<file path="config.mk">
export PLATFORM = sky130hd
export DESIGN_NAME = rtp2c_cordic_stage
export DESIGN_NICKNAME = d
export VERILOG_FILES = /design/src/rtl/rtp2c_pkg.sv /design/src/rtl/rtp2c_cordic_stage.sv
export SDC_FILE = /design/constraint.sdc
export NUM_CORES = 1
export LEC_CHECK = 0
export BUFFER_PORTS_ARGS = -buffer_cell sky130_fd_sc_hd__buf_2
export CORE_ASPECT_RATIO = 1.1
export CORE_MARGIN = 3
export CORE_UTILIZATION = 55
export DETAILED_ROUTE_END_ITERATION = 8
export PLACE_DENSITY_LB_ADDON = 0.25
export SETUP_SLACK_MARGIN = 0.1
export SYNTH_ARGS = -nofsm -noshare
export SYNTH_HDL_FRONTEND = slang
export SYNTH_SLANG_ARGS = --single-unit
export TNS_END_PERCENT = 1
</file>
<file path="constraint.sdc">
create_clock -name clk_i -period 1.9 [get_ports clk_i]
set_input_delay 0.095 -clock clk_i [delete_from_list [all_inputs] [get_ports clk_i]]
set_output_delay 0.095 -clock clk_i [all_outputs]
set_load 0.01 [all_outputs]
</file>
<file path="src/rtl/rtp2c_pkg.sv">
// Shared types, constants and the CORDIC arctangent table for the radar
// track polar-to-Cartesian converter. No dependencies.
package rtp2c_pkg;

  localparam int TrackSlotsDef    = 64;
  localparam int SlotsPerGroupDef = 7;
  localparam int CordicStagesDef  = 16;

  localparam int FullGroups = 9;
  localparam int LastGroup  = 9;

  localparam int CW = 34;

  localparam logic [1:0] REQ_CLEAR = 2'd0;
  localparam logic [1:0] REQ_POWER = 2'd1;
  localparam logic [1:0] REQ_TRACK = 2'd2;

  localparam logic signed [22:0] DecidegToQ30 = 23'sd1874033;
  localparam logic signed [CW-1:0] CordicGainQ30 = 34'sd652032874;
  localparam logic [5:0] RcsOffset = 6'd10;

  localparam logic signed [19:0] PosMin = -20'sd20480;
  localparam logic signed [19:0] PosMax = 20'sd20479;
  localparam logic signed [19:0] VelMin = -20'sd16384;
  localparam logic signed [19:0] VelMax = 20'sd16383;

  typedef struct packed {
    logic [5:0]             idx;
    logic [14:0]            r10;
    logic signed [13:0]     rr;
    logic signed [10:0]     lat;
    logic signed [5:0]      cs;
    logic signed [CW-1:0]   x;
    logic signed [CW-1:0]   y;
    logic signed [CW-1:0]   z;
  } trk_t;

  function automatic logic signed [CW-1:0] atan_q30(input int i);
    logic signed [CW-1:0] a;
    case (i)
      0:  a = 34'sd843314857;
      1:  a = 34'sd497837829;
      2:  a = 34'sd263043837;
      3:  a = 34'sd133525159;
      4:  a = 34'sd67021687;
      5:  a = 34'sd33543516;
      6:  a = 34'sd16775851;
      7:  a = 34'sd8388437;
      8:  a = 34'sd4194283;
      9:  a = 34'sd2097149;
      10: a = 34'sd1048576;
      11: a = 34'sd524288;
      12: a = 34'sd262144;
      13: a = 34'sd131072;
      14: a = 34'sd65536;
      15: a = 34'sd32768;
      16: a = 34'sd16384;
      17: a = 34'sd8192;
      18: a = 34'sd4096;
      19: a = 34'sd2048;
      20: a = 34'sd1024;
      21: a = 34'sd512;
      22: a = 34'sd256;
      23: a = 34'sd128;
      24: a = 34'sd64;
      25: a = 34'sd32;
      26: a = 34'sd16;
      27: a = 34'sd8;
      28: a = 34'sd4;
      29: a = 34'sd2;
      30: a = 34'sd1;
      default: a = '0;
    endcase
    return a;
  endfunction

endpackage

</file>
<file path="src/rtl/rtp2c_cordic_stage.sv">
// One registered rotation-mode CORDIC micro-rotation.
// Depends on rtp2c_pkg.
module rtp2c_cordic_stage #(
  parameter int STAGE_IDX = 0
) (
  input  logic             clk_i,
  input  logic             rst_ni,
  input  logic             en_i,
  input  logic             valid_i,
  input  rtp2c_pkg::trk_t  data_i,
  output logic             valid_o,
  output rtp2c_pkg::trk_t  data_o
);
  import rtp2c_pkg::*;

  trk_t data_d;
  trk_t data_q;
  logic valid_q;

  always_comb begin
    data_d = data_i;
    if (!data_i.z[CW-1]) begin
      data_d.x = data_i.x - (data_i.y >>> STAGE_IDX);
      data_d.y = data_i.y + (data_i.x >>> STAGE_IDX);
      data_d.z = data_i.z - atan_q30(STAGE_IDX);
    end else begin
      data_d.x = data_i.x + (data_i.y >>> STAGE_IDX);
      data_d.y = data_i.y - (data_i.x >>> STAGE_IDX);
      data_d.z = data_i.z + atan_q30(STAGE_IDX);
    end
  end

  always_ff @(posedge clk_i or negedge rst_ni) begin
    if (!rst_ni) begin
      valid_q <= 1'b0;
    end else if (en_i) begin
      valid_q <= valid_i;
    end
  end

  always_ff @(posedge clk_i) begin
    if (en_i) begin
      data_q <= data_d;
    end
  end

  assign valid_o = valid_q;
  assign data_o  = data_q;

endmodule

</file>
==> flow_metrics.py, run 1 <==
metrics = {
    "yosys": {
        "synth_top_area_share_pct": 37.76,
        "async_reset_ff_share_pct": 0.6494,
        "synth_edf_count": 153,
        "syn-cell-area_mm2": 0.01217,
        "yosysWarnings": 0,
        "synthCells": 1274,
        "yosys.area.top_type": "edfxtp_1",
        "synth_commonest_cells": "153 x edfxtp_1, 145 x a21oi_1, 131 x ha_1, 112 x inv_1, 91 x nor2_1",
        "synth_cell_types": 83,
        "yosys_most_used_dff": "edfxtp_1",
        "synth_seq_area_share_pct": 37.96,
        "synth_top_cells_by_area": "edfxtp_1 38%, ha_1 13%, xnor2_1 6.0%",
        "synth_area_per_cell_um2": 9.551,
        "syn_nets": 1567,
        "synth-seq-cells": 154,
        "yosys.cell_count.top_type": "edfxtp_1",
    },
    "outcome": {
        "status": "did not finish",
        "stop_stage": "global routing",
        "error_line": "[ERROR GRT-0232] Routing congestion too high. Check the congestion heatmap in the GUI.",
    },
    "place": {
        "hpwl_um": 37350,
        "port_buffers": 312,
        "gp_congestion": 0.9734,
        "pre_cts_slack_ns": -1.133,
    },
    "floorplan": {
        "fp.dieW_um": 147.8,
        "start_util_pct": 56.57,
        "pin_count": 313,
        "die_h_um": 162,
        "num_rows": 56,
    },
    "grt": {
        "grt_remaining_overflow": 4,
        "gr-usage-all-layers_pct": 76.38,
        "grt_start_max_net_pins": 46,
    },
    "clock_network": {
        "cts_buffer_depth": 2,
        "cts.sinks": 154,
        "clockRootBuffer": "clkbuf_16",
        "cts.htree.levels": 4,
        "numCtsBuffers": 17,
    },
    "sta": {
        "crit_endpoint": "data_o[66]$_DFFE_PP_/D",
        "endpoint_type": "sequential cell input",
    },
}
## routing by layer
| metal | track usage (%) | GRT overflow |
|---|---|---|
| met1 | 74.86 | 0 |
| met2 | 89.34 | 0 |
| met3 | 66.49 | 0 |
| met4 | 73.79 | 4 |
| met5 | 51.04 | 0 |
## logic make-up after synthesis
logic type | after synthesis | share of synthesized area, %
adder cells (fa/ha/maj) | 135 | 14.13
AO/OA/AOI/OAI | 441 | 23.68
XOR/XNOR | 95 | 6.838
buffers and inverters | 165 | 5.655
flip-flops | 154 | 37.96
multiplexers | 11 | 0.9255
AND/OR/NAND/NOR | 273 | 10.81
## through the flow
step | util, % | instance area [um2] | setup TNS (ns) | cells | hold WS, ns
after global placement | 79.57 | 17120 | -54.43 | 2235 | -0.1308
after detailed placement | 79.57 | 17120 | -58.96 | 2235 | -0.1214
after floorplan | - | 12350 | -20.83 | 1274 | -0.2006
after CTS | 88.70 | 19080 | -10.51 | 2331 | 0.08188
## repair_timing
| action | in CTS |
|---|---|
| gates resized for setup | 168 |
| pin swaps | 70 |
| hold endpoints to repair | 54 |
| buffers inserted | 9 |
| hold buffers | 55 |
| gates cloned | 0 |
| setup endpoints to repair | 75 |
==> run 2: changes to the inputs <==
--- a/config.mk
+++ b/config.mk
@@ -6,12 +6,10 @@
 export NUM_CORES = 1
 export LEC_CHECK = 0
 export BUFFER_PORTS_ARGS = -buffer_cell sky130_fd_sc_hd__buf_2
-export CORE_ASPECT_RATIO = 1.1
 export CORE_MARGIN = 3
-export CORE_UTILIZATION = 55
+export CORE_UTILIZATION = 40
 export DETAILED_ROUTE_END_ITERATION = 8
-export PLACE_DENSITY_LB_ADDON = 0.25
-export SETUP_SLACK_MARGIN = 0.1
+export PLACE_DENSITY_LB_ADDON = 0.15
 export SYNTH_ARGS = -nofsm -noshare
 export SYNTH_HDL_FRONTEND = slang
 export SYNTH_SLANG_ARGS = --single-unit
==> run 2 against run 1 <==
Effect of this change: the flow now finishes, with violations (negative setup slack); synthesized cell count is the same; synthesized area unchanged.
==> flow_metrics.py, run 2 <==
metrics = {
    "finish": {
        "nFillCells": 2420,
        "drive_gt1_share_pct": 47.66,
        "layout_commonest_cell": "buf_4",
        "largest_register_ffs": 153,
        "final_core_util_pct": 66.00,
        "fin_nets": 2335,
        "layout_common_cells": "419 x buf_4, 303 x buf_2, 153 x edfxtp_1",
        "syn2layout_area_growth_pct": 61.62,
        "antenna_cells": 0,
    },
    "setup_path": {
        "criticalPathCategory": "in2reg",
        "start_kind": "input pin",
        "cpPeakStageDelay_ns": 0.41,
        "cp_max_fo": 3,
        "cp_num_buf_inv": 4,
        "worstPathRequired_ns": 2.09,
        "cp_slowest_cell": "fa_2",
        "path_delay_family": "compound AO/OA/AOI/OAI gates",
        "worstPathCellList": "buf_4, ha_4, fa_2, buf_6, nor2b_2, o211ai_1, a211oi_2, a211oi_1, buf_4, o211ai_1, buf_4, nand2_2, a31oi_1, a31oi_1, xnor2_1",
        "cp_common_cell": "buf_4",
        "endpoint_kind": "register",
        "critPathArrivalTime_ns": 2.45,
    },
    "sta": {
        "finalCriticalPeriod_ns": 2.265,
        "finalHoldViolCount": 0,
        "fin_ws_ns": -0.3647,
        "fmax_mhz": 441.6,
        "setup_tns_ns": -10.67,
        "period_share_pct": 119.2,
        "finClkSkew_ns": 0,
        "drv_slew": 0,
        "setup_viol": 48,
        "worst_pin_slew_ns": 0.7696,
        "slew_headroom_pct": 48.69,
        "rsz0062_at_grt": "yes",
    },
    "routing": {
        "num_vias": 12840,
        "route.detailed.drc": 0,
        "first_pass_iters": 5,
        "drt-total-wl_um": 45510,
        "via_per_inst": 5.255,
        "wl_met3_um": 2390,
        "ant_nets": 0,
        "wire_per_inst_um": 18.62,
        "wl_met1_um": 19140,
        "top_layer_used": "met4",
        "drt_iter0_drc": 877,
        "met2_length_um": 22820,
    },
    "yosys": {
        "async_reset_ff_share_pct": 0.6494,
        "synth_top_area_share_pct": 37.76,
        "synth_edf_count": 153,
        "synth-seq-cells": 154,
        "synth_top_cells_by_area": "edfxtp_1 38%, ha_1 13%, xnor2_1 6.0%",
        "synthCells": 1274,
        "yosysWarnings": 0,
        "synth_cell_types": 83,
        "yosys.cell_count.top_type": "edfxtp_1",
        "synth_seq_area_share_pct": 37.96,
        "yosys.area.top_type": "edfxtp_1",
        "synth_area_per_cell_um2": 9.551,
        "syn_nets": 1567,
        "yosys_most_used_dff": "edfxtp_1",
        "syn-cell-area_mm2": 0.01217,
        "synth_commonest_cells": "153 x edfxtp_1, 145 x a21oi_1, 131 x ha_1, 112 x inv_1, 91 x nor2_1",
    },
    "grt": {
        "grt_pass1_vias": 12930,
        "grt_remaining_overflow": 0,
        "grt_start_max_net_pins": 69,
        "gr-usage-all-layers_pct": 26.71,
        "grt_pass1_wl_um": 69790,
        "grt_antenna_before_repair": 0,
    },
    "floorplan": {
        "pin_count": 313,
        "num_rows": 63,
        "design.die.area_mm2": 0.03255,
        "die_h_um": 180.4,
        "core-area_mm2": 0.02980,
        "start_util_pct": 40.84,
        "fp.dieW_um": 180.4,
    },
    "clock_network": {
        "numCtsBuffers": 17,
        "clk_pin_slew_ns": 0.07,
        "cts.sinks": 154,
        "clkLatencyLatePin_ns": 0.43,
        "cts_tree": "done",
        "clockRootBuffer": "clkbuf_16",
        "cts_buffer_depth": 2,
        "cts.htree.levels": 4,
    },
    "place": {
        "gp_congestion": 0.9452,
        "port_buffers": 312,
        "hpwl_um": 35150,
        "pre_cts_slack_ns": -1.117,
    },
    "power": {
        "power_mw": 13.34,
        "leakagePower_nw": 8.941,
        "p_per_area_mw_per_mm2": 678.3,
        "ir_drop_mv": 0.5318,
    },
    "hold_path": {
        "hp-class": "in2reg",
    },
    "outcome": {
        "violations": "negative setup slack",
        "status": "finished, violations left",
    },
    "flow_run": {
        "cap_violations": 0,
    },
}
[run 2: cell counts after synthesis]
No cell type changed its count.
[run 2: kinds of logic (layout without fill, tap and decap cells)]
| kind of cell | Yosys count | count (layout) | synth area share [%] |
|---|---|---|---|
| xor+xnor | 95 | 95 | 6.838 |
| flops | 154 | 154 | 37.96 |
| compound gates | 441 | 441 | 23.68 |
| mux | 11 | 11 | 0.9255 |
| fa+ha+maj | 135 | 135 | 14.13 |
| simple gates | 273 | 273 | 10.81 |
| buf+inv | 165 | 945 | 5.655 |
[run 2: area by class of cell]
| cell class | count | area, um2 | area share (%) |
|---|---|---|---|
| clock buffers | 17 | 425.4 | 2.163 |
| inverters | 117 | 469.2 | 2.386 |
| multi-input cells | 955 | 8060 | 40.98 |
| repair buffers | 797 | 5478 | 27.85 |
| clock inverters | 14 | 126.4 | 0.6426 |
| well taps | 390 | 488.0 | 2.481 |
| flip-flops and latches | 154 | 4619 | 23.49 |
[run 2: final timing paths]
kind | depth (start not counted) | slack [ns] | endpoint | from
max | 15 | -0.36 | data_o[100]$_DFFE_PP_ | data_i[34]
min | 1 | 0.05 | data_o[138]$_DFFE_PP_ | en_i
max reg2reg | 1 | 1.16 | valid_o$_DFFE_PN0P_ | valid_o$_DFFE_PN0P_
min reg2reg | 1 | 0.51 | valid_o$_DFFE_PN0P_ | valid_o$_DFFE_PN0P_
max in group asynchronous | 3 | 1.27 | valid_o$_DFFE_PN0P_ | rst_ni
min in group asynchronous | 3 | 0.53 | valid_o$_DFFE_PN0P_ | rst_ni
[run 2: where the power goes]
| part | internal (mW) | leakage (nW) | switching, mW |
|---|---|---|---|
| clock network | 1.72 | 0.264 | 1.60 |
| logic | 2.66 | 7.17 | 2.84 |
| registers | 4.36 | 1.51 | 0.164 |
[run 2: layer usage]
layer | vias to the layer above | track usage, %
met5 | - | 0
met4 | 0 | 7.522
met2 | 462 | 47.42
li1 | 6190 | -
met3 | 61 | 3.593
met1 | 6131 | 34.12
[run 2: what timing repair did]
action / CTS / global route
buffers inserted: 13 / 19
gates cloned: 0 / 0
hold buffers: 55 / 0
hold endpoints to repair: 54 / 0
pin swaps: 35 / 81
gates resized for setup: 122 / 127
endpoints found under the setup margin: 65 / 69
[run 2: metrics by stage]
step | hold slack (ns) | instance area [um2] | std cells
floorplan | -0.2006 | 12350 | 1274
global placement | -0.1307 | 17190 | 2328
detailed placement | -0.1289 | 17190 | 2328
CTS | 0.04486 | 18970 | 2427
global route | 0.05812 | 19670 | 2444
finish | 0.05474 | 19670 | 2444
Power figures use the tool's default switching activity.
==> run 3: changes to the inputs <==
--- a/config.mk
+++ b/config.mk
@@ -6,7 +6,7 @@
 export NUM_CORES = 1
 export LEC_CHECK = 0
 export BUFFER_PORTS_ARGS = -buffer_cell sky130_fd_sc_hd__buf_2
-export CORE_MARGIN = 3
+export CORE_MARGIN = 1.5
 export CORE_UTILIZATION = 40
 export DETAILED_ROUTE_END_ITERATION = 8
 export PLACE_DENSITY_LB_ADDON = 0.15
==> run 3 against run 2 <==
Effect of this change: the run still ends with negative setup slack left; die area fell by 3.3%; non-clock buffer count fell by 5; maximum frequency fell by 7.0%; design area fell by 4.1%; sequential power barely moved; flip-flop and latch count did not move; clock skew did not move; utilization fell by 2.7 points; register-to-register slack got worse by 0.02 ns; worst hold slack improved by 0.013 ns; critical endpoint is now data_o[98]$_DFFE_PP_; largest power group unchanged; highest routed layer unchanged.
==> flow_metrics.py, run 3 (synthesis gave the netlist of run 2 again) <==
metrics = {
    "place": {
        "dp.cells": 2352,
        "port_buffers": 312,
        "pre_cts_slack_ns": -1.219,
        "hpwl_um": 35380,
        "gp_congestion": 0.9453,
    },
    "routing": {
        "first_pass_iters": 5,
        "drt-total-wl_um": 44250,
        "drt_iter0_drc": 729,
        "via_per_inst": 5.196,
        "route.detailed.drc": 0,
        "ant_nets": 0,
        "wire_per_inst_um": 18.14,
        "num_vias": 12680,
    },
    "sta": {
        "drv_slew": 0,
        "worst_pin_slew_ns": 0.7877,
        "finalHoldViolCount": 0,
        "period_share_pct": 128.2,
        "fin_ws_ns": -0.5362,
        "setup_viol": 60,
        "rsz0062_at_grt": "yes",
        "slew_headroom_pct": 47.49,
        "finClkSkew_ns": 0,
        "finalCriticalPeriod_ns": 2.436,
        "fmax_mhz": 410.5,
    },
    "clock_network": {
        "clk_pin_slew_ns": 0.07,
        "clkLatencyLatePin_ns": 0.43,
        "cts.sinks": 154,
        "numCtsBuffers": 17,
        "cts.htree.levels": 4,
        "clockRootBuffer": "clkbuf_16",
        "cts_buffer_depth": 2,
        "cts_tree": "done",
    },
    "power": {
        "leakagePower_nw": 8.796,
        "ir_drop_mv": 0.5944,
        "p_per_area_mw_per_mm2": 690.1,
        "power_mw": 13.01,
    },
    "grt": {
        "grt_start_max_net_pins": 72,
        "grt_pass1_vias": 12700,
        "grt_pass1_wl_um": 67270,
        "grt_remaining_overflow": 0,
        "grt_antenna_before_repair": 0,
        "gr-usage-all-layers_pct": 27.72,
    },
    "floorplan": {
        "design.die.area_mm2": 0.03147,
        "start_util_pct": 40.84,
        "die_h_um": 177.4,
        "num_rows": 63,
        "pin_count": 313,
        "core-area_mm2": 0.02980,
        "fp.dieW_um": 177.4,
    },
    "setup_path": {
        "start_kind": "input pin",
        "endpoint_kind": "register",
        "criticalPathCategory": "in2reg",
        "critPathArrivalTime_ns": 2.62,
        "cp_max_fo": 3,
        "worstPathRequired_ns": 2.08,
    },
    "finish": {
        "fin_nets": 2330,
        "largest_register_ffs": 153,
        "syn2layout_area_growth_pct": 54.92,
        "antenna_cells": 0,
        "stdcell_count": 2440,
        "layout_common_cells": "418 x buf_4, 310 x buf_2, 153 x edfxtp_1",
        "drive_gt1_share_pct": 42.78,
        "layout_commonest_cell": "buf_4",
    },
    "outcome": {
        "violations": "negative setup slack",
        "status": "finished, violations left",
    },
    "hold_path": {
        "hp-class": "in2reg",
    },
    "flow_run": {
        "cap_violations": 0,
    },
}
run 3: cell types whose count changed in the layout (fill, tap and decap cells not counted), moves of 10 or more:
cell and delta:
buf_6 -10, inv_1 +12, a21oi_1 +15, a21oi_2 -10
ha_4 -17, ha_1 +15
run 3: per-stage QoR:
stage	util, %	hold WS, ns	TNS (ns)	instance area (um2)
3_5_place_dp	58.37	-0.1301	-60.09	17390
2_1_floorplan	-	-0.2006	-20.83	12350
4_1_cts	63.15	0.06858	-13.93	18820
6_report	63.27	0.06812	-15.94	18850
5_1_grt	63.27	0.09404	-24.94	18850
3_3_place_gp	58.37	-0.1300	-58.69	17390
run 3: power by group:
part	leakage, nW	internal, mW	switching [mW]
clock network	0.264	1.72	1.61
logic	7.02	2.50	2.66
registers	1.51	4.36	0.168
run 3: final cells by class:
cell class,count,area (um2)
clock buffers,18,429.2
clock inverters,14,128.9
fillers,2553,10950
inverters,117,440.4
multi-input cells,955,7347
flip-flops and latches,154,4619
well taps,390,488.0
repair buffers,792,5398
run 3: critical path, cell delays in order:
cell and delay, ns:
buf_2 0.12, inv_2 0.07, ha_4 0.13, fa_2 0.19, buf_4 0.10, nand3b_1 0.13, a211oi_1 0.09, or3_4 0.38
a2111o_1 0.44, a21oi_2 0.19, buf_4 0.15, o211ai_2 0.09, a21boi_1 0.16, a41oi_2 0.20, xnor2_1 0.08
run 3: per-layer routing:
| layer | wire length (um) | part of all wire, % | global-route usage [%] |
|---|---|---|---|
| met5 | 0 | 0 | 0 |
| met3 | 2223 | 5.0 | 2.871 |
| met4 | 1241 | 2.8 | 9.769 |
| met1 | 18730 | 42 | 34.03 |
| met2 | 22050 | 50 | 50.13 |
run 3: final timing paths:
path	to	cells after the start	slack (ns)	from
max in group asynchronous	valid_o$_DFFE_PN0P_	3	1.29	rst_ni
setup / recovery	data_o[98]$_DFFE_PP_	15	-0.54	data_i[68]
min in group asynchronous	valid_o$_DFFE_PN0P_	3	0.51	rst_ni
setup reg to reg	valid_o$_DFFE_PN0P_	1	1.14	valid_o$_DFFE_PN0P_
hold / removal	data_o[0]$_DFFE_PP_	3	0.07	data_i[0]
hold reg to reg	valid_o$_DFFE_PN0P_	1	0.54	valid_o$_DFFE_PN0P_
run 3: repair_timing:
| item | in CTS | in global routing |
|---|---|---|
| resized for setup | 72 | 8 |
| pin swaps | 17 | 5 |
| hold buffers | 55 | 0 |
| buffers inserted | 1 | 0 |
| endpoints found under the setup margin | 64 | 72 |
| hold endpoints to repair | 54 | 0 |
