## config.mk

```make
export PLATFORM = sky130hd
export DESIGN_NAME = rtp2c_power_table
export DESIGN_NICKNAME = d
export VERILOG_FILES = /design/src/rtl/rtp2c_pkg.sv /design/src/rtl/rtp2c_power_table.sv
export SDC_FILE = /design/constraint.sdc
export NUM_CORES = 1
export LEC_CHECK = 0
export BUFFER_PORTS_ARGS = -buffer_cell sky130_fd_sc_hd__buf_2
export CORE_ASPECT_RATIO = 1.75
export CORE_MARGIN = 1.5
export CORE_UTILIZATION = 65
export CTS_CLUSTER_SIZE = 16
export DETAILED_ROUTE_END_ITERATION = 16
export HOLD_SLACK_MARGIN = 0.12
export PLACE_DENSITY = 0.82
export SYNTH_ARGS = -nofsm -noshare
export SYNTH_HDL_FRONTEND = slang
export SYNTH_SLANG_ARGS = --single-unit
export TNS_END_PERCENT = 10
```

## constraint.sdc

```tcl
create_clock -name clk_i -period 4.2 [get_ports clk_i]
set_clock_uncertainty 0.15 [all_clocks]
set_input_delay 0.42 -clock clk_i [delete_from_list [all_inputs] [get_ports clk_i]]
set_output_delay 0.42 -clock clk_i [all_outputs]
set_load 0.02 [all_outputs]
```

## src/rtl/rtp2c_pkg.sv

```systemverilog
// Shared types, constants and the CORDIC arctangent table for the radar
// track polar-to-Cartesian converter. No dependencies.
package rtp2c_pkg;

  localparam int TrackSlotsDef    = 64;
  localparam int SlotsPerGroupDef = 7;
  localparam int CordicStagesDef  = 16;

  localparam int FullGroups = 9;
  localparam int LastGroup  = 9;

  localparam int CW = 34;

  localparam logic [1:0] REQ_CLEAR = 2'd0;
  localparam logic [1:0] REQ_POWER = 2'd1;
  localparam logic [1:0] REQ_TRACK = 2'd2;

  localparam logic signed [22:0] DecidegToQ30 = 23'sd1874033;
  localparam logic signed [CW-1:0] CordicGainQ30 = 34'sd652032874;
  localparam logic [5:0] RcsOffset = 6'd10;

  localparam logic signed [19:0] PosMin = -20'sd20480;
  localparam logic signed [19:0] PosMax = 20'sd20479;
  localparam logic signed [19:0] VelMin = -20'sd16384;
  localparam logic signed [19:0] VelMax = 20'sd16383;

  typedef struct packed {
    logic [5:0]             idx;
    logic [14:0]            r10;
    logic signed [13:0]     rr;
    logic signed [10:0]     lat;
    logic signed [5:0]      cs;
    logic signed [CW-1:0]   x;
    logic signed [CW-1:0]   y;
    logic signed [CW-1:0]   z;
  } trk_t;

  function automatic logic signed [CW-1:0] atan_q30(input int i);
    logic signed [CW-1:0] a;
    case (i)
      0:  a = 34'sd843314857;
      1:  a = 34'sd497837829;
      2:  a = 34'sd263043837;
      3:  a = 34'sd133525159;
      4:  a = 34'sd67021687;
      5:  a = 34'sd33543516;
      6:  a = 34'sd16775851;
      7:  a = 34'sd8388437;
      8:  a = 34'sd4194283;
      9:  a = 34'sd2097149;
      10: a = 34'sd1048576;
      11: a = 34'sd524288;
      12: a = 34'sd262144;
      13: a = 34'sd131072;
      14: a = 34'sd65536;
      15: a = 34'sd32768;
      16: a = 34'sd16384;
      17: a = 34'sd8192;
      18: a = 34'sd4096;
      19: a = 34'sd2048;
      20: a = 34'sd1024;
      21: a = 34'sd512;
      22: a = 34'sd256;
      23: a = 34'sd128;
      24: a = 34'sd64;
      25: a = 34'sd32;
      26: a = 34'sd16;
      27: a = 34'sd8;
      28: a = 34'sd4;
      29: a = 34'sd2;
      30: a = 34'sd1;
      default: a = '0;
    endcase
    return a;
  endfunction

endpackage

```

## src/rtl/rtp2c_power_table.sv

```systemverilog
// Motion-power table: one write port, one registered read port, valid bits
// per entry so a clear resets only the valid bits. Depends on rtp2c_pkg.
module rtp2c_power_table #(
  parameter int TRACK_SLOTS     = rtp2c_pkg::TrackSlotsDef,
  parameter int SLOTS_PER_GROUP = rtp2c_pkg::SlotsPerGroupDef
) (
  input  logic       clk_i,
  input  logic       rst_ni,
  input  logic       accept_i,
  input  logic [1:0] req_type_i,
  input  logic [3:0] power_group_i,
  input  logic [2:0] power_slot_i,
  input  logic [4:0] power_value_i,
  input  logic [5:0] track_index_i,
  output logic signed [5:0] cs_o
);
  import rtp2c_pkg::*;

  localparam int AW = (TRACK_SLOTS > 1) ? $clog2(TRACK_SLOTS) : 1;

  logic [4:0] mem [TRACK_SLOTS];
  logic [TRACK_SLOTS-1:0] vld_q;
  logic [4:0] rd_q;
  logic       rv_q;

  logic [8:0] wr_addr;
  logic [8:0] rd_addr;
  logic       wr_ok;
  logic       rd_ok;
  logic       wr_en;

  assign wr_addr = 9'(power_group_i) * 9'(SLOTS_PER_GROUP) + 9'(power_slot_i);
  assign rd_addr = 9'(track_index_i);
  assign wr_ok = (int'(power_group_i) < FullGroups) ?
                 (int'(power_slot_i) < SLOTS_PER_GROUP) :
                 ((int'(power_group_i) == LastGroup) && (power_slot_i == 3'd0));
  assign wr_en = accept_i && (req_type_i == REQ_POWER) && wr_ok &&
                 (int'(wr_addr) < TRACK_SLOTS);
  assign rd_ok = int'(rd_addr) < TRACK_SLOTS;

  always_ff @(posedge clk_i) begin
    if (wr_en) begin
      mem[wr_addr[AW-1:0]] <= power_value_i;
    end
    if (accept_i && rd_ok) begin
      rd_q <= mem[rd_addr[AW-1:0]];
    end
  end

  always_ff @(posedge clk_i or negedge rst_ni) begin
    if (!rst_ni) begin
      vld_q <= '0;
      rv_q  <= 1'b0;
    end else if (accept_i) begin
      rv_q <= rd_ok && vld_q[rd_addr[AW-1:0]];
      if (req_type_i == REQ_CLEAR) begin
        vld_q <= '0;
      end else if (wr_en) begin
        vld_q[wr_addr[AW-1:0]] <= 1'b1;
      end
    end
  end

  assign cs_o = signed'((rv_q ? {1'b0, rd_q} : 6'd0) - RcsOffset);

endmodule

```

==> results of run 1 <==
metal layers:
metal  track usage (%)  vias to the layer above
met1              39.1                     4640
met2              53.0                      519
met5                 0                        -
met3              4.30                      113
li1                  -                     3748
met4              14.6                        0
what timing repair did:
| item | CTS | global route |
|---|---|---|
| gates resized for setup | 0 | 0 |
| hold buffers | 1 | 0 |
| endpoints found under the setup margin | 0 | 0 |
| hold endpoints to repair | 20 | 0 |
power by group through the flow:
stage | Sequential, W | Clock [W] | Combinational [W]
floorplan | 0.00432 | 0 | 0.000468
global placement | 0.00432 | 0 | 0.000773
detailed placement | 0.00433 | 0 | 0.000790
CTS | 0.00424 | 0.00297 | 0.000797
global route | 0.00424 | 0.00312 | 0.000847
finish | 0.00424 | 0.00295 | 0.000805
cell families (layout without fill, tap and decap cells):
family,Yosys count,count (layout)
xor+xnor,6,6
simple gates,173,173
buf+inv,70,194
fa+ha+maj,22,22
flops,390,390
compound gates,114,114
mux,116,116
cell usage after synthesis, types with 8 or more instances:
master,count,area share [%]
edfxtp_1,325,60
mux4_2,110,15
nor2_1,87,2.0
dfrtp_1,65,10
nand2_1,43,0.99
o21a_1,29,1.3
clkbuf_1,28,0.64
o31ai_1,18,0.83
ha_1,17,1.3
inv_1,16,0.37
buf_2,13,0.40
a22oi_1,11,0.51
nor2b_1,11,0.42
a21oi_1,9,0.28
a31oi_1,8,0.31
buf_4,8,0.37
metrics by stage:
| step | total power, W | hold WS, ns |
|---|---|---|
| 6_report | 0.00800 | 0.141 |
| 4_1_cts | 0.00801 | 0.127 |
| 3_5_place_dp | 0.00511 | 0.273 |
| 3_3_place_gp | 0.00510 | 0.265 |
| 5_1_grt | 0.00821 | 0.144 |
| 2_1_floorplan | 0.00479 | -0.0256 |
flip-flops by register name, indices dropped and copies added, names as in the netlist:
signal / cells
vld_q: 64
rd_q: 5
rv_q: 1
mem: 320
critical path, stage by stage:
cell and delay [ns]:
buf_2 0.14, fa_1 0.56, fa_1 0.44, inv_1 0.10, fa_1 0.28, and4b_1 0.23, a31oi_2 0.16, a2111oi_4 0.32
a21boi_2 0.25, nand4_2 0.33, nor2_1 0.51
worst max-delay path by stage:
stage,from,to,slack (ns),cells after the start
after floorplan,power_group_i[0],mem[0][0],0.35,10
after global placement,power_group_i[0],mem[41][4],0.12,11
after detailed placement,power_group_i[0],mem[41][3],-0.04,11
after CTS,power_group_i[0],mem[41][1],0.49,11
after global routing,power_group_i[0],mem[41][1],0.27,11
final,power_group_i[0],mem[40][4],0.46,11
cell type report:
cell class	instances	area share (%)
Clock buffer	44	5.20
Inverter	16	0.327
Clock inverter	17	0.471
Tap cell	312	2.13
Sequential cell	390	62.1
Multi-Input combinational cell	431	25.3
Timing Repair Buffer	117	4.54
==> summary.txt, run 1 <==
Min path
  • Worst Hold Depth: 1
  • Hold Path Origin: accept_i
  • Tightest Hold Check Type: input pin to register
  • Hold path endpoint: rd_q[0]

GRT
  • Largest net degree at the start of global routing: 65
  • Vias in the first global route: 9335
  • Total track usage: 30.9%
  • GRT Residual Overflow: 0
  • First-pass GRT wire length: 57.3 mm
  • Initial antenna violation count: 0

Route
  • DR vias/cell: 6.80
  • DR vias: 9020
  • Pre-antenna DRT Iters: 5
  • WL met3: 2.87 mm
  • WL per Instance: 28.6 um
  • DRC: 0
  • WL final: 37.9 mm
  • Met2 routed WL: 20.2 mm
  • DR top layer: met4
  • Met1 WL: 13.0 mm
  • DR iter-0 viols: 1131
  • Number of routed nets with antenna violations: 0

Critical path
  • Worst R2R End: rd_q[1]
  • CP max FO: 9
  • Worst reg2reg path startpoint: mem[24][1]
  • R2R setup slack: 1.58 ns
  • CP arrival: 3.74 ns
  • CP Data Required Time: 4.20 ns
  • FF-to-FF path depth: 5
  • Setup CP Type: input pin to register
  • Startpoint types: input pin
  • Crit end category: register

Synthesis
  • Syn Area/Cell: 18.3 um2
  • Yosys reg bits: 390
  • Mapped cell area: 16300 um2
  • Synth Area in XOR/XNOR: 0.368%
  • Synth cell types: 60
  • Post-Synthesis Cells: 891
  • Yosys synthesis warning count: 0
  • Compound-Gate Fraction of Synth Area: 5.48%
  • Main combinational cell family by area after synthesis: multiplexers
  • Sequential area share after synthesis: 69.7%
  • Post-synth EDFFs: 325
  • Asr flop ratio synth: 16.7%
  • Mapped Nets: 936
  • Post-synthesis simple-gate area fraction: 5.00%
  • Synth Flop Type: edfxtp_1
  • Area share of fa/ha/maj cells after synthesis: 1.92%
  • Multiplexer share of the synthesized area: 15.5%

STA
  • Total negative slack: 0 ns
  • Worst slew pin tran: 1.28 ns
  • Final Max Tran Viols: 0
  • Post-route setup slack: 0.458 ns
  • RSZ-0062 raised after global routing: false
  • Rel. slew slack: 14.8%
  • Post-route minimum period: 3.74 ns
  • Setup violations, final: 0
  • Fin crit share: 89.1%
  • Max Clock Freq: 0.267 GHz
  • Fin. Hold Viols: 0

Power and ir drop
  • PD cells: 436 nW/um2
  • Clock Power Share: 36.9%
  • Leak Pwr: 6.41 nW
  • Peak supply drop: 0.443 mV
  • Register share of total power: 53.1%
  • Internal Power: 0.00613 W
  • Comb power frac: 10.1%
  • Switch share: 23.4%
  • NetSw: 0.00187 W

Placement
  • Port Buffers: 28
  • HPWL reported at the end of detailed placement: 24.3 mm
  • Final GP Congestion: 0.835
  • Post-placement cell area: 17300 um2
  • Pre-CTS setup slack: -0.0448 ns
  • Cells after DPL: 1265

Die
  • DIE AREA: 26100 um2
  • Width of the die: 123 um
  • Rows: 76
  • Io pins: 29
  • Core Region: 24600 um2
  • Starting Density: 66.3%
  • Die Ht: 213 um

Run
  • MaxCap Viol Count: 0

Clocking
  • Clk_lat worst skew: 0.52 ns
  • Post-CTS Setup Inserts: 0
  • Clock Sinks: 390
  • Max Root-Sink Buffers: 3
  • H-tree level count: 2
  • Clock tree from TritonCTS: yes
  • Clock root cell: clkbuf_16
  • Total CTS buffers: 34
  • Clk pin slew, worst setup/hold paths: 0.07 ns

Finish
  • Antenna diodes: 0
  • Util after Layout: 74.5%
  • Finished Layout Cells: 1327
  • Final Instance Area: 18300 um2
  • Sequential cell area: 11400 um2
  • Layout cells sized above 1: 29.4%
  • Post-layout nets: 1035
  • Commonest non-fill, non-tap cell in the layout: edfxtp_1
  • Growth of design area from synthesis to finish: 12.3%
  • Fill cells: 1384
  • Most frequent cells in the layout: 325 x edfxtp_1, 110 x mux4_2, 88 x buf_4
  • Area of the multi-input gates: 4630 um2

Run status
  • Status: finished clean
Note: power is estimated with default switching activity, not from simulation.
==> run 2, diff against run 1 <==
--- a/config.mk
+++ b/config.mk
@@ -9,6 +9,7 @@
 export CORE_ASPECT_RATIO = 1.75
 export CORE_MARGIN = 1.5
 export CORE_UTILIZATION = 65
+export CTS_BUF_LIST = sky130_fd_sc_hd__clkbuf_4
 export CTS_CLUSTER_SIZE = 16
 export DETAILED_ROUTE_END_ITERATION = 16
 export HOLD_SLACK_MARGIN = 0.12
==> summary.txt, run 2 (synthesis gave the netlist of run 1 again) <==
Run status
  • Status: finished clean

Finish
  • Layout cells sized above 1: 34.5% (+5.2 points)
  • Final Instance Area: 18500 um2 (+0.78%)
  • Area of the multi-input gates: 4630 um2 (unchanged)
  • Fill cells: 1431 (+3.4%)
  • Post-layout nets: 1088 (+5.1%)
  • Most frequent cells in the layout: 325 x edfxtp_1, 128 x clkbuf_4, 110 x mux4_2
  • Commonest non-fill, non-tap cell in the layout: edfxtp_1
  • Sequential cell area: 11400 um2 (unchanged)
  • Max reg flops: 320 (unchanged)
  • Growth of design area from synthesis to finish: 13.2%

Die
  • Core Region: 24600 um2 (unchanged)
  • Io pins: 29 (unchanged)
  • DIE AREA: 26100 um2 (unchanged)
  • Rows: 76 (unchanged)
  • Starting Density: 66.3% (unchanged)
  • Die Ht: 213 um (unchanged)
  • Width of the die: 123 um (unchanged)

Clocking
  • Clock root cell: clkbuf_4
  • Post-CTS Setup Inserts: 0 (unchanged)
  • Clock Sinks: 390 (unchanged)
  • Clk_lat worst skew: 0.79 ns (+0.27 ns)
  • Post-CTS Hold Buffers: 5 (+4)
  • Max Root-Sink Buffers: 3 (unchanged)
  • H-tree level count: 3 (+1)
  • Clk pin slew, worst setup/hold paths: 0.07 ns (about the same)
  • Total CTS buffers: 83 (+140%)
  • Clock tree from TritonCTS: yes
  • Post-cts gate resize count: 0 (unchanged)

Route
  • DR vias/cell: 6.50 (-4.4%)
  • Number of routed nets with antenna violations: 0 (unchanged)
  • DRC: 0 (unchanged)
  • WL final: 37.0 mm (-2.6%)
  • DR vias: 9220 (+2.2%)
  • DR iter-0 viols: 1174 (+3.8%)
  • Pre-antenna DRT Iters: 5 (unchanged)
  • WL per Instance: 26.0 um (-8.9%)

STA
  • Post-route setup slack: 0.763 ns (+0.304 ns)
  • RSZ-0062 raised after global routing: false
  • Fin. Hold Viols: 0 (unchanged)
  • Post-route minimum period: 3.44 ns (-0.304 ns)
  • Worst slew pin tran: 1.26 ns (-0.0201 ns)
  • Total negative slack: 0 ns (unchanged)
  • Setup violations, final: 0 (unchanged)
  • Final Max Tran Viols: 0 (unchanged)
  • Fin crit share: 81.8% (-7.2 points)
  • Rel. slew slack: 16.1% (+1.3 points)
  • Max Clock Freq: 0.291 GHz (+8.9%)
  • Hold slack: 0.181 ns (+0.0400 ns)

Power and ir drop
  • PD cells: 437 nW/um2 (+0.15%)
  • Comb power frac: 9.9% (-0.2 points)
  • NetSw: 0.00193 W (+3.0%)
  • Switch share: 23.9% (+0.47 points)
  • Peak supply drop: 0.345 mV (-22%)
  • Register share of total power: 52.5% (-0.6 points)
  • Leak Pwr: 6.58 nW (+2.8%)
  • Internal Power: 0.00614 W (+0.31%)
  • Total Power: 0.00807 W (+0.94%)
  • Clock Power Share: 37.6% (+0.7 points)

Placement
  • Final GP Congestion: 0.835 (unchanged)
  • Port Buffers: 28 (unchanged)
  • Post-placement cell area: 17300 um2 (unchanged)
  • Pre-CTS setup slack: -0.0448 ns (unchanged)
  • HPWL reported at the end of detailed placement: 24.3 mm (unchanged)

Critical path
  • CP arrival: 3.70 ns (-0.04 ns)
  • Worst path max stage delay: 0.56 ns (about the same)
  • Setup CP Type: input pin to register
  • CP max FO: 9 (unchanged)
  • Startpoint types: input pin
  • CP Data Required Time: 4.47 ns (+0.27 ns)
  • Crit end category: register
  • Worst-path cell chain: buf_2, fa_1, fa_1, inv_1, fa_1, and4b_1, a31oi_2, a2111oi_4, a21boi_2, nand4_2, nor2_1
  • Most common cell on crit path: fa_1
  • Max stage delay cell, worst path: fa_1

GRT
  • Largest net degree at the start of global routing: 65 (unchanged)
  • Vias in the first global route: 9753 (+4.5%)
  • Initial antenna violation count: 1 (+1)
  • GRT Residual Overflow: 0 (unchanged)
  • Total track usage: 30.7% (-0.24 points)
  • First-pass GRT wire length: 56.7 mm (-1.1%)

Min path
  • Tightest Hold Check Type: input pin to async pin

Run
  • MaxCap Viol Count: 0 (unchanged)
run 2: path summary, 6_finish.rpt:
check	endpoint	from	cells after the start	slack, ns
max in group asynchronous	vld_q[39]	rst_ni	3	2.44
worst min-delay path	vld_q[58]	rst_ni	3	0.18
worst max-delay path	mem[41][4]	power_group_i[0]	11	0.76
worst min register to register	vld_q[30]	vld_q[30]	2	0.33
worst max register to register	rd_q[1]	mem[24][1]	5	1.75
min in group clk_i	rd_q[1]	track_index_i[5]	3	0.19
run 2: through the flow:
step / util, % / cells
finish: 75.1 / 1419
global route: 75.1 / 1419
CTS: 75.1 / 1418
detailed placement: 70.2 / 1265
global placement: 70.2 / 1265
floorplan: - / 891
run 2: critical path: cells and delay by family:
family,cells,cell delay (ns)
buf+inv,2,0.24
fa+ha+maj,3,1.28
compound gates,3,0.74
simple gates,3,1.04
run 2: per-layer routing:
| layer | up-vias | global-route usage (%) | routed length (um) | share of wire (%) |
|---|---|---|---|---|
| met1 | 4735 | 38.1 | 12800 | 35 |
| li1 | 3908 | - | - | - |
| met2 | 472 | 51.0 | 19600 | 53 |
| met4 | 0 | 17.1 | 1920 | 5.2 |
| met3 | 105 | 5.69 | 2630 | 7.1 |
| met5 | - | 0 | 0 | 0 |
run 2: final cells by class:
type / count / share of cell area (%)
tap: 312 / 2.11
antenna: 1 / 0.0135
sequential: 390 / 61.6
inverter: 16 / 0.325
timing repair buffer: 121 / 4.72
clock buffer: 128 / 5.20
clock inverter: 20 / 0.981
multi-input combinational: 431 / 25.1
run 2: power groups by stage:
stage          clock network, W  logic (W)  registers [W]
3_3_place_gp                  0   0.000773        0.00432
3_5_place_dp                  0   0.000790        0.00433
5_1_grt                 0.00325   0.000847        0.00424
4_1_cts                 0.00307   0.000795        0.00424
6_report                0.00303   0.000799        0.00424
2_1_floorplan                 0   0.000468        0.00432
==> run 3, diff against run 2 <==
==> constraint.sdc (replaced) <==
create_clock -name clk_i -period 3.2 [get_ports clk_i]
set_clock_uncertainty 0.15 [all_clocks]
set_input_delay 0.32 -clock clk_i [delete_from_list [all_inputs] [get_ports clk_i]]
set_output_delay 0.32 -clock clk_i [all_outputs]
set_load 0.02 [all_outputs]
==> summary.txt, run 3 (synthesis gave the netlist of run 1 again) <==
Clocking
  • Clock Sinks: 390 (unchanged)
  • Clk pin slew, worst setup/hold paths: 0.08 ns (about the same)
  • Max Root-Sink Buffers: 3 (unchanged)
  • Post-CTS Setup Inserts: 0 (unchanged)
  • Clk_lat worst skew: 0.77 ns (-0.02 ns)
  • Total CTS buffers: 84 (+1.2%)
  • Clock root cell: clkbuf_4
  • Clock tree from TritonCTS: yes
  • H-tree level count: 3 (unchanged)

Finish
  • Growth of design area from synthesis to finish: 16.4%
  • Most frequent cells in the layout: 325 x edfxtp_1, 120 x clkbuf_4, 110 x mux4_2
  • Layout cells sized above 1: 38.7% (+4.1 points)
  • Commonest non-fill, non-tap cell in the layout: edfxtp_1
  • Final Instance Area: 19000 um2 (+2.8%)
  • Post-layout nets: 1122 (+3.1%)
  • Max reg flops: 320 (unchanged)
  • Finished Layout Cells: 1461 (+3.0%)

Placement
  • Cells after DPL: 1295 (+2.4%)
  • Port Buffers: 28 (unchanged)
  • Final GP Congestion: 0.867 (+3.8%)
  • HPWL reported at the end of detailed placement: 25.7 mm (+5.6%)
  • Post-placement cell area: 17800 um2 (+3.1%)

Critical path
  • CP max FO: 8 (-1)
  • Max stage delay cell, worst path: fa_1
  • CP arrival: 3.46 ns (-0.24 ns)
  • Most common cell on crit path: buf_4
  • CP Data Required Time: 3.51 ns (-0.96 ns)
  • Setup CP Type: input pin to register
  • Critical path's top delay family: adder cells
  • Worst-path cell chain: buf_2, fa_1, fa_1, inv_1, fa_2, and4b_1, a31oi_2, a2111oi_4, buf_4, o2111ai_1, buf_4, nor2_1, buf_4
  • Worst path max stage delay: 0.58 ns (+0.02 ns)
  • WP buf/inv: 5 (+3)
  • Crit end category: register
  • Startpoint types: input pin

Route
  • DR vias: 9512 (+3.2%)
  • DR vias/cell: 6.51 (+0.20%)
  • DR iter-0 viols: 1207 (+2.8%)
  • DRC: 0 (unchanged)
  • Pre-antenna DRT Iters: 5 (unchanged)
  • Number of routed nets with antenna violations: 0 (unchanged)
  • WL per Instance: 26.7 um (+2.5%)
  • WL final: 39.0 mm (+5.6%)

Die
  • Core Region: 24600 um2 (unchanged)
  • Die Ht: 213 um (unchanged)
  • DIE AREA: 26100 um2 (unchanged)
  • Width of the die: 123 um (unchanged)
  • Rows: 76 (unchanged)
  • Io pins: 29 (unchanged)
  • Starting Density: 66.3% (unchanged)

Min path
  • Tightest Hold Check Type: input pin to async pin

Power and ir drop
  • Comb power frac: 11.9% (+2.0 points)
  • Register share of total power: 52.8% (+0.3 points)
  • Internal Power: 0.00789 W (+28%)
  • Clock Power Share: 35.3% (-2.3 points)
  • Leak Pwr: 6.78 nW (+3.1%)
  • PD cells: 555 nW/um2 (+27%)
  • Switch share: 25.2% (+1.3 points)
  • Peak supply drop: 0.405 mV (+17%)
  • NetSw: 0.00266 W (+38%)

Run status
  • Status: finished clean

GRT
  • Initial antenna violation count: 1 (unchanged)
  • Vias in the first global route: 10.3k (+5.2%)
  • First-pass GRT wire length: 59.4 mm (+4.8%)
  • Largest net degree at the start of global routing: 66 (+1.5%)
  • GRT Residual Overflow: 0 (unchanged)
  • Total track usage: 32.3% (+1.6 points)

STA
  • Post-route minimum period: 3.15 ns
  • Setup violations, final: 0 (unchanged)
  • Max Clock Freq: 0.318 GHz
  • RSZ-0062 raised after global routing: true
  • Rel. slew slack: 10.2% (-5.9 points)
  • Fin crit share: 98.3%
  • Final Max Tran Viols: 0 (unchanged)
  • Fin. Hold Viols: 0 (unchanged)
  • Worst slew pin tran: 1.35 ns (+0.0890 ns)

Run
  • MaxCap Viol Count: 0 (unchanged)
==> run 3: changes by cell type in the layout (fill, tap and decap cells not counted), sizes merged <==
cell         change
buf             +30
dlygate4sd3      +3
clkbuf           -8
bufinv           -3
clkinv          +17
clkinvlp         +2
inv              +1
==> run 3: cell type report <==
cell class | count | area (um2)
repair buffers | 154 | 1290
flip-flops and latches | 390 | 11400
inverters | 16 | 60.1
fillers | 1280 | 5630
clock buffers | 120 | 901
diodes | 1 | 2.50
clock inverters | 37 | 186
well taps | 312 | 390
multi-input cells | 431 | 4790
==> run 3: repair_timing <==
item	in CTS	in global routing
gates resized for setup	0	3
setup endpoints to repair	0	61
hold buffers	8	0
endpoints found under the hold margin	133	0
==> run 3: routing by layer <==
layer / routed length [um] / GRT usage [%] / vias up
met3: 3010 / 7.26 / 125
met1: 13000 / 38.5 / 4825
met5: 0 / 0 / -
li1: - / - / 4002
met4: 1860 / 16.0 / 0
met2: 21200 / 55.2 / 560
==> run 3: stage by stage <==
stage               utilization (%)  setup WS [ns]  setup TNS, ns  total power [W]  hold slack, ns
floorplan                         -         -0.407        -115.85          0.00632          -0.126
global route                   77.2        -0.0307         -0.402           0.0109           0.203
finish                         77.2         0.0539              0           0.0106           0.186
global placement               72.4         -0.555        -167.53          0.00686           0.302
CTS                            77.1          0.127              0           0.0106           0.140
detailed placement             72.4         -0.696        -223.01          0.00691           0.320
==> run 3: worst reg2reg max path: cells and delay by family, from the launching register on <==
kind | cells | cell delay [ns]
compound gates | 4 | 1.23
buf+inv | 1 | 0.57
flops | 1 | 0.39
simple gates | 2 | 0.28
==> run 3: final timing paths <==
path,start,to,slack (ns),cells past startpoint
worst max-delay path,power_group_i[0],mem[14][1],0.05,13
worst min-delay path,rst_ni,vld_q[52],0.19,3
worst max register to register,vld_q[32],rv_q,0.47,7
worst min register to register,vld_q[13],vld_q[13],0.34,2
max in group asynchronous,rst_ni,vld_q[29],2.08,3
min in group clk_i,req_type_i[0],vld_q[31],0.24,7
==> run 3: power groups by stage <==
| stage | combinational, W | clock (W) | sequential [W] |
|---|---|---|---|
| 3_5_place_dp | 0.00123 | 0 | 0.00568 |
| 5_1_grt | 0.00132 | 0.00405 | 0.00557 |
| 2_1_floorplan | 0.000649 | 0 | 0.00567 |
| 3_3_place_gp | 0.00119 | 0 | 0.00567 |
| 6_report | 0.00126 | 0.00373 | 0.00557 |
| 4_1_cts | 0.00124 | 0.00379 | 0.00557 |
